==> src/hdl/cas_pid_pkg.sv <==
// Shared types and constants for the cascade angle/speed PID block.
// No dependencies; imported by every module of the block.
package cas_pid_pkg;

  localparam int ANG_W    = 27;   // angle input width
  localparam int SPD_W    = 32;   // speed input / drive width
  localparam int ST_W     = 26;   // speed target width
  localparam int GAIN_W   = 48;
  localparam int LIM_W    = 31;
  localparam int INT_W    = 48;
  localparam int EA_W     = 29;   // unwrapped angle error width
  localparam int CHUNK_G  = 24;   // gain slice per product
  localparam int CHUNK_M  = 32;   // magnitude slice per product
  localparam int PP_W     = CHUNK_G + CHUNK_M;
  localparam int ACC_W    = 100;  // three 96-bit terms plus sign
  localparam int VAL_W    = ACC_W - 32;
  localparam int CFG_IDX_W = 3;

  localparam int MUL_STEPS = 8;
  localparam logic [2:0] STEP_LAST = 3'(MUL_STEPS - 1);

  localparam logic [CFG_IDX_W-1:0] CFG_ANGLE_KP  = 3'd0;
  localparam logic [CFG_IDX_W-1:0] CFG_ANGLE_KI  = 3'd1;
  localparam logic [CFG_IDX_W-1:0] CFG_ANGLE_KD  = 3'd2;
  localparam logic [CFG_IDX_W-1:0] CFG_ANGLE_LIM = 3'd3;
  localparam logic [CFG_IDX_W-1:0] CFG_SPEED_KP  = 3'd4;
  localparam logic [CFG_IDX_W-1:0] CFG_SPEED_KI  = 3'd5;
  localparam logic [CFG_IDX_W-1:0] CFG_SPEED_KD  = 3'd6;
  localparam logic [CFG_IDX_W-1:0] CFG_SPEED_LIM = 3'd7;

  localparam logic [GAIN_W-1:0] RST_ANGLE_KP = 48'd193273528320;
  localparam logic [GAIN_W-1:0] RST_ANGLE_KI = 48'd215;
  localparam logic [GAIN_W-1:0] RST_ANGLE_KD = 48'd53687091200;
  localparam logic [LIM_W-1:0]  RST_ANGLE_LIM = 31'd655360000;
  localparam logic [GAIN_W-1:0] RST_SPEED_KP = 48'd236223201280;
  localparam logic [GAIN_W-1:0] RST_SPEED_KI = 48'd2147;
  localparam logic [GAIN_W-1:0] RST_SPEED_KD = 48'd64424509440;
  localparam logic [LIM_W-1:0]  RST_SPEED_LIM = 31'd655360000;

  localparam logic signed [27:0] DEG180 = 28'sd11796480;   // 180.0
  localparam logic signed [EA_W-1:0] DEG360 = 29'sd23592960; // 360.0
  localparam logic signed [ST_W-1:0]  SPD_LIM = 26'sd22937600;    // 350.0
  localparam logic signed [SPD_W-1:0] DRV_LIM = 32'sd1638400000;  // 25000.0

  typedef struct packed {
    logic       accept;    // latch input request
    logic       prep;      // form error, derivative, integral for loop
    logic       loop;      // 0 = angle loop, 1 = speed loop
    logic       mul_en;    // issue one partial product
    logic [2:0] step;      // partial product index
    logic       round;     // round, clamp and store loop output
    logic       load_out;  // move results to output register
  } cp_cmd_t;

endpackage

==> src/hdl/cascade_angle_speed_pid.sv <==
// Top level of the cascade angle/speed PID controller.
// Depends on cas_pid_pkg, cas_pid_ctrl and cas_pid_dp.
//
//  channel | ports                                         | handshake
//  --------+-----------------------------------------------+----------------
//  input   | in_target_angle, in_measured_angle,           | in_valid/in_stall
//          | in_measured_speed                             |
//  result  | out_drive, out_speed_target                   | out_valid/out_stall
//  config  | cfg_index, cfg_data                           | cfg_we
//
// Each accepted request runs the angle loop, then the speed loop, each through prep,
// eight partial products, drain and round: sixteen partial products on the one 24x32
// multiplier in all. Then the output register is loaded, and only after that load is
// the next request taken.
// Synchronous active-low reset restores gains and clears errors and integrals.
// A held result stalls only the final load; the next input is taken meanwhile, but not while that load waits.
module cascade_angle_speed_pid import cas_pid_pkg::*; (
  input  logic                    clk,
  input  logic                    rst_n,
  input  logic                    in_valid,
  output logic                    in_stall,
  input  logic signed [ANG_W-1:0] in_target_angle,
  input  logic signed [ANG_W-1:0] in_measured_angle,
  input  logic signed [SPD_W-1:0] in_measured_speed,
  output logic                    out_valid,
  input  logic                    out_stall,
  output logic signed [SPD_W-1:0] out_drive,
  output logic signed [ST_W-1:0]  out_speed_target,
  input  logic                    cfg_we,
  input  logic [CFG_IDX_W-1:0]    cfg_index,
  input  logic [GAIN_W-1:0]       cfg_data
);

  cp_cmd_t cmd;

  cas_pid_ctrl u_ctrl (
    .clk       (clk),
    .rst_n     (rst_n),
    .in_valid  (in_valid),
    .in_stall  (in_stall),
    .out_valid (out_valid),
    .out_stall (out_stall),
    .cmd       (cmd)
  );

  cas_pid_dp u_dp (
    .clk               (clk),
    .rst_n             (rst_n),
    .cmd               (cmd),
    .cfg_we            (cfg_we),
    .cfg_index         (cfg_index),
    .cfg_data          (cfg_data),
    .in_target_angle   (in_target_angle),
    .in_measured_angle (in_measured_angle),
    .in_measured_speed (in_measured_speed),
    .out_drive         (out_drive),
    .out_speed_target  (out_speed_target)
  );

  // an accepted request keeps the input side busy while it is worked on
  a_busy_after_accept: assert property (@(posedge clk) disable iff (!rst_n)
    (in_valid && !in_stall) |=> in_stall)
    else $error("input taken again right after accept");

  a_st_clamped: assert property (@(posedge clk) disable iff (!rst_n)
    out_valid |-> (out_speed_target <= SPD_LIM && out_speed_target >= -SPD_LIM))
    else $error("speed target outside clamp");

  a_drive_clamped: assert property (@(posedge clk) disable iff (!rst_n)
    out_valid |-> (out_drive <= DRV_LIM && out_drive >= -DRV_LIM))
    else $error("drive outside clamp");

  // a new result appears only when the sequencer finishes both loops
  a_result_from_busy: assert property (@(posedge clk) disable iff (!rst_n)
    $rose(out_valid) |-> $past(in_stall))
    else $error("result raised while idle");

endmodule

==> src/hdl/cas_pid_ctrl.sv <==
// Sequencer for the cascade PID: walks both loops through prep, eight
// products, drain and round. Depends on cas_pid_pkg.
module cas_pid_ctrl import cas_pid_pkg::*; (
  input  logic    clk,
  input  logic    rst_n,
  input  logic    in_valid,
  output logic    in_stall,
  output logic    out_valid,
  input  logic    out_stall,
  output cp_cmd_t cmd
);

  typedef enum logic [2:0] {
    S_IDLE, S_PREP, S_MUL, S_DRAIN, S_ROUND, S_OUT
  } state_t;

  state_t     state_r;
  logic       loop_r;
  logic [2:0] step_r;
  logic       out_valid_r;

  always_comb begin
    cmd          = '0;
    cmd.loop     = loop_r;
    cmd.step     = step_r;
    cmd.accept   = (state_r == S_IDLE) && in_valid;
    cmd.prep     = (state_r == S_PREP);
    cmd.mul_en   = (state_r == S_MUL);
    cmd.round    = (state_r == S_ROUND);
    cmd.load_out = (state_r == S_OUT) && (!out_valid_r || !out_stall);
  end

  assign in_stall  = (state_r != S_IDLE);
  assign out_valid = out_valid_r;

  always_ff @(posedge clk) begin
    if (!rst_n) begin
      state_r     <= S_IDLE;
      loop_r      <= 1'b0;
      step_r      <= '0;
      out_valid_r <= 1'b0;
    end else begin
      case (state_r)
        S_IDLE: begin
          if (in_valid) begin
            loop_r  <= 1'b0;
            state_r <= S_PREP;
          end
        end
        S_PREP: begin
          step_r  <= '0;
          state_r <= S_MUL;
        end
        S_MUL: begin
          step_r <= step_r + 3'd1;
          if (step_r == STEP_LAST) state_r <= S_DRAIN;
        end
        S_DRAIN: state_r <= S_ROUND;
        S_ROUND: begin
          if (!loop_r) begin
            loop_r  <= 1'b1;
            state_r <= S_PREP;
          end else begin
            state_r <= S_OUT;
          end
        end
        S_OUT: begin
          if (cmd.load_out) state_r <= S_IDLE;
        end
        default: state_r <= S_IDLE;
      endcase

      if (cmd.load_out) out_valid_r <= 1'b1;
      else if (!out_stall) out_valid_r <= 1'b0;
    end
  end

endmodule

==> src/hdl/cas_pid_dp.sv <==
// Datapath for the cascade PID: config registers, loop state, one shared
// 24x32 multiplier, 100-bit accumulator, rounding and clamping.
// Depends on cas_pid_pkg; driven by cas_pid_ctrl commands.
module cas_pid_dp import cas_pid_pkg::*; (
  input  logic                        clk,
  input  logic                        rst_n,
  input  cp_cmd_t                     cmd,
  input  logic                        cfg_we,
  input  logic [CFG_IDX_W-1:0]        cfg_index,
  input  logic [GAIN_W-1:0]           cfg_data,
  input  logic signed [ANG_W-1:0]     in_target_angle,
  input  logic signed [ANG_W-1:0]     in_measured_angle,
  input  logic signed [SPD_W-1:0]     in_measured_speed,
  output logic signed [SPD_W-1:0]     out_drive,
  output logic signed [ST_W-1:0]      out_speed_target
);

  // configuration
  logic [GAIN_W-1:0] a_kp_r, a_ki_r, a_kd_r, s_kp_r, s_ki_r, s_kd_r;
  logic [LIM_W-1:0]  a_lim_r, s_lim_r;

  // loop state
  logic signed [EA_W-1:0]  prev_a_r;
  logic signed [SPD_W-1:0] prev_s_r;
  logic signed [INT_W-1:0] integ_a_r, integ_s_r;

  // working registers
  logic signed [ANG_W-1:0] tgt_r, meas_r;
  logic signed [SPD_W-1:0] spd_r;
  logic signed [SPD_W-1:0] e_r;
  logic signed [SPD_W:0]   d_r;
  logic signed [INT_W-1:0] i_r;
  logic [PP_W-1:0]         pp_r;
  logic                    pp_vld_r, pp_neg_r, pp_ghi_r, pp_mhi_r;
  logic signed [ACC_W-1:0] acc_r;
  logic signed [ST_W-1:0]  st_r;
  logic signed [SPD_W-1:0] dr_r;
  logic signed [SPD_W-1:0] out_drive_r;
  logic signed [ST_W-1:0]  out_st_r;

  // angle unwrap and error
  logic signed [27:0]      gap;
  logic signed [EA_W-1:0]  meas_adj, ea;
  always_comb begin
    gap      = 28'(tgt_r) - 28'(meas_r);
    meas_adj = EA_W'(meas_r);
    if (gap >= DEG180) meas_adj = meas_adj + DEG360;
    else if (gap <= -DEG180) meas_adj = meas_adj - DEG360;
    ea = EA_W'(tgt_r) - meas_adj;
  end

  // speed error, saturated to 32 bits
  logic signed [SPD_W:0]   es_w;
  logic signed [SPD_W-1:0] es;
  always_comb begin
    es_w = (SPD_W+1)'(st_r) - (SPD_W+1)'(spd_r);
    case (es_w[SPD_W:SPD_W-1])
      2'b01:   es = {1'b0, {(SPD_W-1){1'b1}}};
      2'b10:   es = {1'b1, {(SPD_W-1){1'b0}}};
      default: es = es_w[SPD_W-1:0];
    endcase
  end

  // per-loop error, derivative and integral
  logic signed [SPD_W-1:0] e_n, prev_sel;
  logic signed [SPD_W:0]   d_n;
  logic signed [INT_W-1:0] i_sel, i_n, lim_s;
  logic signed [INT_W:0]   i_sum;
  logic                    e_pos, hold;
  always_comb begin
    if (cmd.loop) begin
      e_n      = es;
      prev_sel = prev_s_r;
      i_sel    = integ_s_r;
      lim_s    = $signed({{(INT_W-LIM_W){1'b0}}, s_lim_r});
    end else begin
      e_n      = SPD_W'(ea);
      prev_sel = SPD_W'(prev_a_r);
      i_sel    = integ_a_r;
      lim_s    = $signed({{(INT_W-LIM_W){1'b0}}, a_lim_r});
    end
    d_n   = (SPD_W+1)'(e_n) - (SPD_W+1)'(prev_sel);
    e_pos = !e_n[SPD_W-1] && (e_n != '0);
    hold  = ((i_sel > lim_s) && e_pos) || ((i_sel < -lim_s) && e_n[SPD_W-1]);
    i_sum = (INT_W+1)'(i_sel) + (INT_W+1)'(e_n);
    if (hold) i_n = i_sel;
    else begin
      case (i_sum[INT_W:INT_W-1])
        2'b01:   i_n = {1'b0, {(INT_W-1){1'b1}}};
        2'b10:   i_n = {1'b1, {(INT_W-1){1'b0}}};
        default: i_n = i_sum[INT_W-1:0];
      endcase
    end
  end

  // operand select for one partial product
  // step[2] picks the integral (four products), else step[1] picks e or d
  logic [SPD_W-1:0]   e_mag;
  logic [SPD_W:0]     d_abs;
  logic [INT_W-1:0]   i_abs;
  logic [GAIN_W-1:0]  gain;
  logic [CHUNK_G-1:0] g_chunk;
  logic [CHUNK_M-1:0] m_chunk;
  logic               op_neg, g_hi, m_hi;
  always_comb begin
    e_mag = e_r[SPD_W-1] ? SPD_W'(-e_r) : e_r;
    d_abs = d_r[SPD_W] ? (SPD_W+1)'(-d_r) : d_r;
    i_abs = i_r[INT_W-1] ? INT_W'(-i_r) : i_r;
    g_hi  = cmd.step[0];
    m_hi  = cmd.step[2] & cmd.step[1];
    if (cmd.step[2]) begin
      gain    = cmd.loop ? s_ki_r : a_ki_r;
      op_neg  = i_r[INT_W-1];
      m_chunk = m_hi ? {{(2*CHUNK_M-INT_W){1'b0}}, i_abs[INT_W-1:CHUNK_M]}
                     : i_abs[CHUNK_M-1:0];
    end else if (cmd.step[1]) begin
      gain    = cmd.loop ? s_kd_r : a_kd_r;
      op_neg  = d_r[SPD_W];
      m_chunk = d_abs[CHUNK_M-1:0];
    end else begin
      gain    = cmd.loop ? s_kp_r : a_kp_r;
      op_neg  = e_r[SPD_W-1];
      m_chunk = e_mag;
    end
    g_chunk = g_hi ? gain[GAIN_W-1:CHUNK_G] : gain[CHUNK_G-1:0];
  end

  // accumulate the registered product at its weight
  logic [ACC_W-1:0] pp_ext, pp_sh;
  always_comb begin
    pp_ext = {{(ACC_W-PP_W){1'b0}}, pp_r};
    case ({pp_ghi_r, pp_mhi_r})
      2'b00:   pp_sh = pp_ext;
      2'b01:   pp_sh = pp_ext << CHUNK_M;
      2'b10:   pp_sh = pp_ext << CHUNK_G;
      default: pp_sh = pp_ext << (CHUNK_G + CHUNK_M);
    endcase
  end

  // round half up to Q16.16 and clamp to the loop's output limit, SPD_LIM or DRV_LIM
  logic signed [ACC_W-1:0] acc_rnd;
  logic signed [VAL_W-1:0] v, lim_v, v_cl;
  always_comb begin
    acc_rnd = acc_r + (ACC_W'(1) << 31);
    v       = acc_rnd[ACC_W-1:32];
    lim_v   = cmd.loop ? VAL_W'(DRV_LIM) : VAL_W'(SPD_LIM);
    if (v > lim_v) v_cl = lim_v;
    else if (v < -lim_v) v_cl = -lim_v;
    else v_cl = v;
  end

  always_ff @(posedge clk) begin
    if (!rst_n) begin
      a_kp_r    <= RST_ANGLE_KP;
      a_ki_r    <= RST_ANGLE_KI;
      a_kd_r    <= RST_ANGLE_KD;
      a_lim_r   <= RST_ANGLE_LIM;
      s_kp_r    <= RST_SPEED_KP;
      s_ki_r    <= RST_SPEED_KI;
      s_kd_r    <= RST_SPEED_KD;
      s_lim_r   <= RST_SPEED_LIM;
      prev_a_r  <= '0;
      prev_s_r  <= '0;
      integ_a_r <= '0;
      integ_s_r <= '0;
      pp_vld_r  <= 1'b0;
    end else begin
      if (cfg_we) begin
        case (cfg_index)
          CFG_ANGLE_KP:  a_kp_r  <= cfg_data;
          CFG_ANGLE_KI:  a_ki_r  <= cfg_data;
          CFG_ANGLE_KD:  a_kd_r  <= cfg_data;
          CFG_ANGLE_LIM: a_lim_r <= cfg_data[LIM_W-1:0];
          CFG_SPEED_KP:  s_kp_r  <= cfg_data;
          CFG_SPEED_KI:  s_ki_r  <= cfg_data;
          CFG_SPEED_KD:  s_kd_r  <= cfg_data;
          CFG_SPEED_LIM: s_lim_r <= cfg_data[LIM_W-1:0];
          default: ;
        endcase
      end
      if (cmd.prep) begin
        if (cmd.loop) begin
          prev_s_r  <= e_n;
          integ_s_r <= i_n;
        end else begin
          prev_a_r  <= e_n[EA_W-1:0];
          integ_a_r <= i_n;
        end
      end
      pp_vld_r <= cmd.mul_en;
    end
  end

  // payload registers
  always_ff @(posedge clk) begin
    if (cmd.accept) begin
      tgt_r  <= in_target_angle;
      meas_r <= in_measured_angle;
      spd_r  <= in_measured_speed;
    end
    if (cmd.prep) begin
      e_r   <= e_n;
      d_r   <= d_n;
      i_r   <= i_n;
      acc_r <= '0;
    end else if (pp_vld_r) begin
      acc_r <= pp_neg_r ? acc_r - $signed(pp_sh) : acc_r + $signed(pp_sh);
    end
    if (cmd.mul_en) begin
      pp_r     <= g_chunk * m_chunk;
      pp_neg_r <= op_neg;
      pp_ghi_r <= g_hi;
      pp_mhi_r <= m_hi;
    end
    if (cmd.round) begin
      if (cmd.loop) dr_r <= v_cl[SPD_W-1:0];
      else st_r <= v_cl[ST_W-1:0];
    end
    if (cmd.load_out) begin
      out_drive_r <= dr_r;
      out_st_r    <= st_r;
    end
  end

  assign out_drive        = out_drive_r;
  assign out_speed_target = out_st_r;

endmodule

==> config.mk <==
export PLATFORM = sky130hd
export DESIGN_NAME = cascade_angle_speed_pid
export DESIGN_NICKNAME = d
export VERILOG_FILES = /design/src/hdl/cas_pid_pkg.sv /design/src/hdl/cascade_angle_speed_pid.sv /design/src/hdl/cas_pid_ctrl.sv /design/src/hdl/cas_pid_dp.sv
export SDC_FILE = /design/constraint.sdc
export NUM_CORES = 2
export LEC_CHECK = 0
export ABC_AREA = 1
export BUFFER_PORTS_ARGS = -buffer_cell sky130_fd_sc_hd__buf_2
export CAP_MARGIN = 20
export CORE_AREA = 2 2 394 396
export CTS_CLUSTER_DIAMETER = 30
export DETAILED_ROUTE_END_ITERATION = 8
export DIE_AREA = 0 0 396 398
export PLACE_DENSITY = 0.77
export SLEW_MARGIN = 20
export SYNTH_ARGS = -nofsm -noshare
export SYNTH_HDL_FRONTEND = slang
export SYNTH_SLANG_ARGS = --single-unit
==> constraint.sdc <==
create_clock -name clk -period 11.8 [get_ports clk]
set_input_delay 0.59 -clock clk [delete_from_list [all_inputs] [get_ports clk]]
set_output_delay 0.59 -clock clk [all_outputs]
set_load 0.05 [all_outputs]
==> impl_results.html <==
<table>
<tr><th>Metric</th><th>Value</th></tr>
<tr><th colspan="2">Critical path</th></tr>
<tr><td>Max Fanout on Critical Path</td><td>15</td></tr>
<tr><td>Largest stage delay, worst path</td><td>0.55 ns</td></tr>
<tr><td>Capturing element type of the critical path</td><td>flop</td></tr>
<tr><td>Critical path's most frequent cell</td><td>sky130_fd_sc_hd__inv_1</td></tr>
<tr><td>Type of the worst setup path</td><td>flop to flop</td></tr>
<tr><td>Arrival time at the worst endpoint</td><td>11.14 ns</td></tr>
<tr><td>Slowest cell on the critical path</td><td>sky130_fd_sc_hd__clkinv_1</td></tr>
<tr><td>Setup crit start kind</td><td>flop</td></tr>
<tr><td>Worst path required time</td><td>12.36 ns</td></tr>
<tr><th colspan="2">Route</th></tr>
<tr><td>Drt drc</td><td>0</td></tr>
<tr><td>Post-route ant nets</td><td>0</td></tr>
<tr><td>Drt first pass iters</td><td>9</td></tr>
<tr><td>Detailed-route wire length per cell</td><td>23.0 um</td></tr>
<tr><td>1st-iter DRT viols</td><td>11126</td></tr>
<tr><td>Mean number of vias per cell</td><td>6.04</td></tr>
<tr><td>Total Wirelength</td><td>345 mm</td></tr>
<tr><td>Total via count in the routed design</td><td>90622</td></tr>
<tr><th colspan="2">Yosys</th></tr>
<tr><td>Asr flop ratio synth</td><td>0%</td></tr>
<tr><td>Warnings from Yosys</td><td>0</td></tr>
<tr><td>Commonest cells in the netlist</td><td>2297 x sky130_fd_sc_hd__nand2_1, 2118 x sky130_fd_sc_hd__inv_1, 1718 x sky130_fd_sc_hd__nor2_1, 967 x sky130_fd_sc_hd__o21ai_0, 820 x sky130_fd_sc_hd__a21oi_1</td></tr>
<tr><td>Post-synth top area cell</td><td>sky130_fd_sc_hd__fa_1</td></tr>
<tr><td>Cells after Synth</td><td>12614</td></tr>
<tr><td>Most common cell in the synthesized netlist</td><td>sky130_fd_sc_hd__nand2_1</td></tr>
<tr><td>Proportion of netlist area held by the largest area contributor</td><td>14.5%</td></tr>
<tr><td>Average footprint of a synthesized cell</td><td>7.26 um^2</td></tr>
<tr><td>Library cells used by synthesis</td><td>80</td></tr>
<tr><td>Number of synthesized register bits</td><td>990</td></tr>
<tr><td>Top flip-flop cell by instance count after synthesis</td><td>sky130_fd_sc_hd__dfxtp_1</td></tr>
<tr><td>Post-Syn Area</td><td>0.0916 mm^2</td></tr>
<tr><td>Top cells by area in the synthesized netlist</td><td>sky130_fd_sc_hd__fa_1 14%, sky130_fd_sc_hd__dfxtp_1 13%, sky130_fd_sc_hd__edfxtp_1 12%, sky130_fd_sc_hd__nand2_1 9.4%, sky130_fd_sc_hd__inv_1 8.7%</td></tr>
<tr><td>Proportion of synthesized chip area in sequential cells</td><td>25.7%</td></tr>
<tr><td>Post-Synthesis Net Count</td><td>13949</td></tr>
<tr><td>Number of enable flip-flop cells after synthesis</td><td>374</td></tr>
<tr><th colspan="2">Floorplanning</th></tr>
<tr><td>Starting Density</td><td>59.8%</td></tr>
<tr><td>Top-Level Pins</td><td>202</td></tr>
<tr><td>Std-Cell Core Area</td><td>0.153 mm^2</td></tr>
<tr><td>Die Footprint</td><td>0.158 mm^2</td></tr>
<tr><td>Die span in y</td><td>398 um</td></tr>
<tr><td>FP Rows</td><td>144</td></tr>
<tr><td>Die boundary width</td><td>396 um</td></tr>
<tr><th colspan="2">Global route</th></tr>
<tr><td>Vias in the first global route</td><td>88163</td></tr>
<tr><td>Pin count of the biggest net entering global routing</td><td>115</td></tr>
<tr><td>Antenna violations before repair</td><td>31</td></tr>
<tr><td>Remaining global-route overflow</td><td>0</td></tr>
<tr><td>Combined global-route utilization of all metal layers</td><td>43.2%</td></tr>
<tr><td>Wire length of the first global-routing pass</td><td>522 mm</td></tr>
<tr><th colspan="2">Power and ir drop</th></tr>
<tr><td>Peak VDD IR</td><td>297 uV</td></tr>
<tr><td>Total power per unit cell area</td><td>255 mW/mm^2</td></tr>
<tr><td>Leakage power</td><td>50.0 nW</td></tr>
<tr><th colspan="2">Layout</th></tr>
<tr><td>Net total in the final layout</td><td>14096</td></tr>
<tr><td>Area of the multi-input gates</td><td>0.0580 mm^2</td></tr>
<tr><td>Filler cell count</td><td>12994</td></tr>
<tr><td>Sequential cell area</td><td>0.0236 mm^2</td></tr>
<tr><td>Fraction of layout instances using a drive strength above 1</td><td>7.58%</td></tr>
<tr><td>Post-route cell area</td><td>0.103 mm^2</td></tr>
<tr><td>Area growth from synthesis to layout</td><td>11.9%</td></tr>
<tr><th colspan="2">Min path</th></tr>
<tr><td>Hold Path Class</td><td>input pin to flop</td></tr>
<tr><th colspan="2">Timing</th></tr>
<tr><td>Number of hold-slack violations in the final timing report</td><td>0</td></tr>
<tr><td>Setup tns final</td><td>0 ns</td></tr>
<tr><td>Setup repair after global routing missed its margin</td><td>no</td></tr>
<tr><td>Slew Viols, Final</td><td>0</td></tr>
<tr><td>Fmax achieved</td><td>94.5 MHz</td></tr>
<tr><td>Setup skew after layout</td><td>0.0924 ns</td></tr>
<tr><td>Final Setup Violations</td><td>0</td></tr>
<tr><td>Tcrit/Tclk final</td><td>89.7%</td></tr>
<tr><td>Actual transition at the worst max-transition pin</td><td>1.20 ns</td></tr>
<tr><td>Worst hold margin</td><td>0.0636 ns</td></tr>
<tr><td>Normalized max-slew margin</td><td>19.1%</td></tr>
<tr><td>Final critical delay including setup and external delays</td><td>10.58 ns</td></tr>
<tr><th colspan="2">Clock tree</th></tr>
<tr><td>CTS tree</td><td>yes</td></tr>
<tr><td>Number of clock sinks</td><td>990</td></tr>
<tr><td>Num CTS Buffers</td><td>206</td></tr>
<tr><td># H-tree levels</td><td>4</td></tr>
<tr><td>Quantity of gates resized following cts</td><td>0</td></tr>
<tr><td>Clock network latency to the later pin of the worst-skew pair</td><td>0.88 ns</td></tr>
<tr><td>Clock Path Buffers</td><td>3</td></tr>
<tr><td>CTS clock-pin slew for the worst setup and hold paths</td><td>0.06 ns</td></tr>
<tr><td>Root buffer cell</td><td>sky130_fd_sc_hd__clkbuf_16</td></tr>
<tr><th colspan="2">Placed design</th></tr>
<tr><td>Cell Area, Placed</td><td>0.0945 mm^2</td></tr>
<tr><td>Count of input and output buffers</td><td>201</td></tr>
<tr><td>HPWL after detailed placement</td><td>264 mm</td></tr>
<tr><td>Routability congestion estimate from global placement</td><td>1.07</td></tr>
<tr><th colspan="2">Flow run</th></tr>
<tr><td>Number of max-cap violations</td><td>0</td></tr>
<tr><th colspan="2">Outcome</th></tr>
<tr><td>Status</td><td>complete, no violations</td></tr>
</table>
## registers in the layout (all words and copies together), names as in the netlist, 29 cells and up
signal	cells
u_dp.acc_r	100
u_dp.pp_r	56
u_dp.a_kd_r	48
u_dp.a_ki_r	48
u_dp.a_kp_r	48
u_dp.i_r	48
u_dp.integ_a_r	48
u_dp.integ_s_r	48
u_dp.s_kd_r	48
u_dp.s_ki_r	48
u_dp.s_kp_r	48
u_dp.d_r	33
u_dp.dr_r	32
u_dp.e_r	32
u_dp.out_drive	32
u_dp.prev_s_r	32
u_dp.spd_r	32
u_dp.a_lim_r	31
u_dp.s_lim_r	31
u_dp.prev_a_r	29
## report_power, final
| group | switching (mW) | total (mW) | internal [mW] |
|---|---|---|---|
| clock network | 2.17 | 5.89 | 3.72 |
| registers | 0.591 | 5.02 | 4.43 |
| logic | 10.6 | 15.3 | 4.67 |
| total | 13.4 | 26.2 | 12.8 |
## per-layer routing
metal  vias to the layer above  routed length [um]  global-route usage (%)  part of all wire [%]
li1                      40854                   -                       -                     -
met1                     43081              134000                    56.3                    39
met2                      5499              150000                    66.5                    44
met3                      1172               38800                    9.39                    11
met4                        16               22200                    24.8                   6.4
met5                         -                 116                       0                 0.034
## timing repair
action,4_1_cts,5_1_grt
hold buffers,86,0
setup buffers,0,0
endpoints found under the hold margin,86,0
## worst paths after layout
check / to / cells past startpoint / slack, ns / start
setup reg to reg: u_dp.pp_r[49] / 44 / 1.22 / u_dp.i_r[1]
setup / recovery: u_dp.pp_r[49] / 44 / 1.22 / u_dp.i_r[1]
hold / removal: u_ctrl.out_valid / 3 / 0.06 / out_stall
hold reg to reg: u_dp.out_drive[1] / 0 / 0.42 / u_dp.dr_r[1]
## stage by stage
step | util [%] | power (mW) | setup WS [ns] | cells
after global placement | 61.6 | 19.4 | 1.10 | 14511
final | 66.9 | 26.2 | 1.22 | 14998
after floorplan | - | 14.8 | 1.29 | 12614
after CTS | 66.9 | 25.7 | 1.40 | 14985
after detailed placement | 61.6 | 19.7 | 1.44 | 14511
after global routing | 66.9 | 27.8 | 0.352 | 14990
## layout make-up
type	count	area share, %
Inverter	2158	7.91
Tap cell	2044	2.49
Multi-Input combinational cell	8965	56.6
Clock buffer	253	5.45
Antenna cell	13	0.0317
Sequential cell	990	23.0
Clock inverter	135	1.59
Timing Repair Buffer	440	2.97
## logic make-up (layout without fill, tap and decap cells)
group,Yosys count,count (layout),share of synthesized area [%]
buf+inv,2659,2986,11.1
mux,17,17,0.225
flops,990,990,25.7
fa+ha+maj,1193,1193,21.7
other cells,0,13,0
compound gates,2432,2432,15.1
xor+xnor,395,395,3.78
simple gates,4928,4928,22.4
## placed cells by master, fill, tap and decap left out, drive strengths merged, types with 28 or more instances in the layout
master	instances
o21a	35
a32o	46
buf	354
a31oi	90
o221ai	66
o21bai	58
a31o	29
a21oi	822
nor3	154
dfxtp	616
nor2	1758
clkinv	94
o211ai	82
or2	73
edfxtp	374
nor4	69
xor2	274
clkbuf	253
fa	663
o31ai	28
xnor2	121
o21ai	1042
inv	2168
ha	530
nand2	2316
nand4	115
dlygate4sd3	86
nand3	394
## worst max-delay path, delay by kind of cell, from the launching register on
| kind | cells | cell delay, ns |
|---|---|---|
| simple gates | 13 | 2.37 |
| fa+ha+maj | 9 | 3.59 |
| compound gates | 11 | 2.69 |
| xor+xnor | 1 | 0.16 |
| flops | 1 | 0.38 |
| buf+inv | 10 | 1.12 |
(Power assumes the default switching activity.)
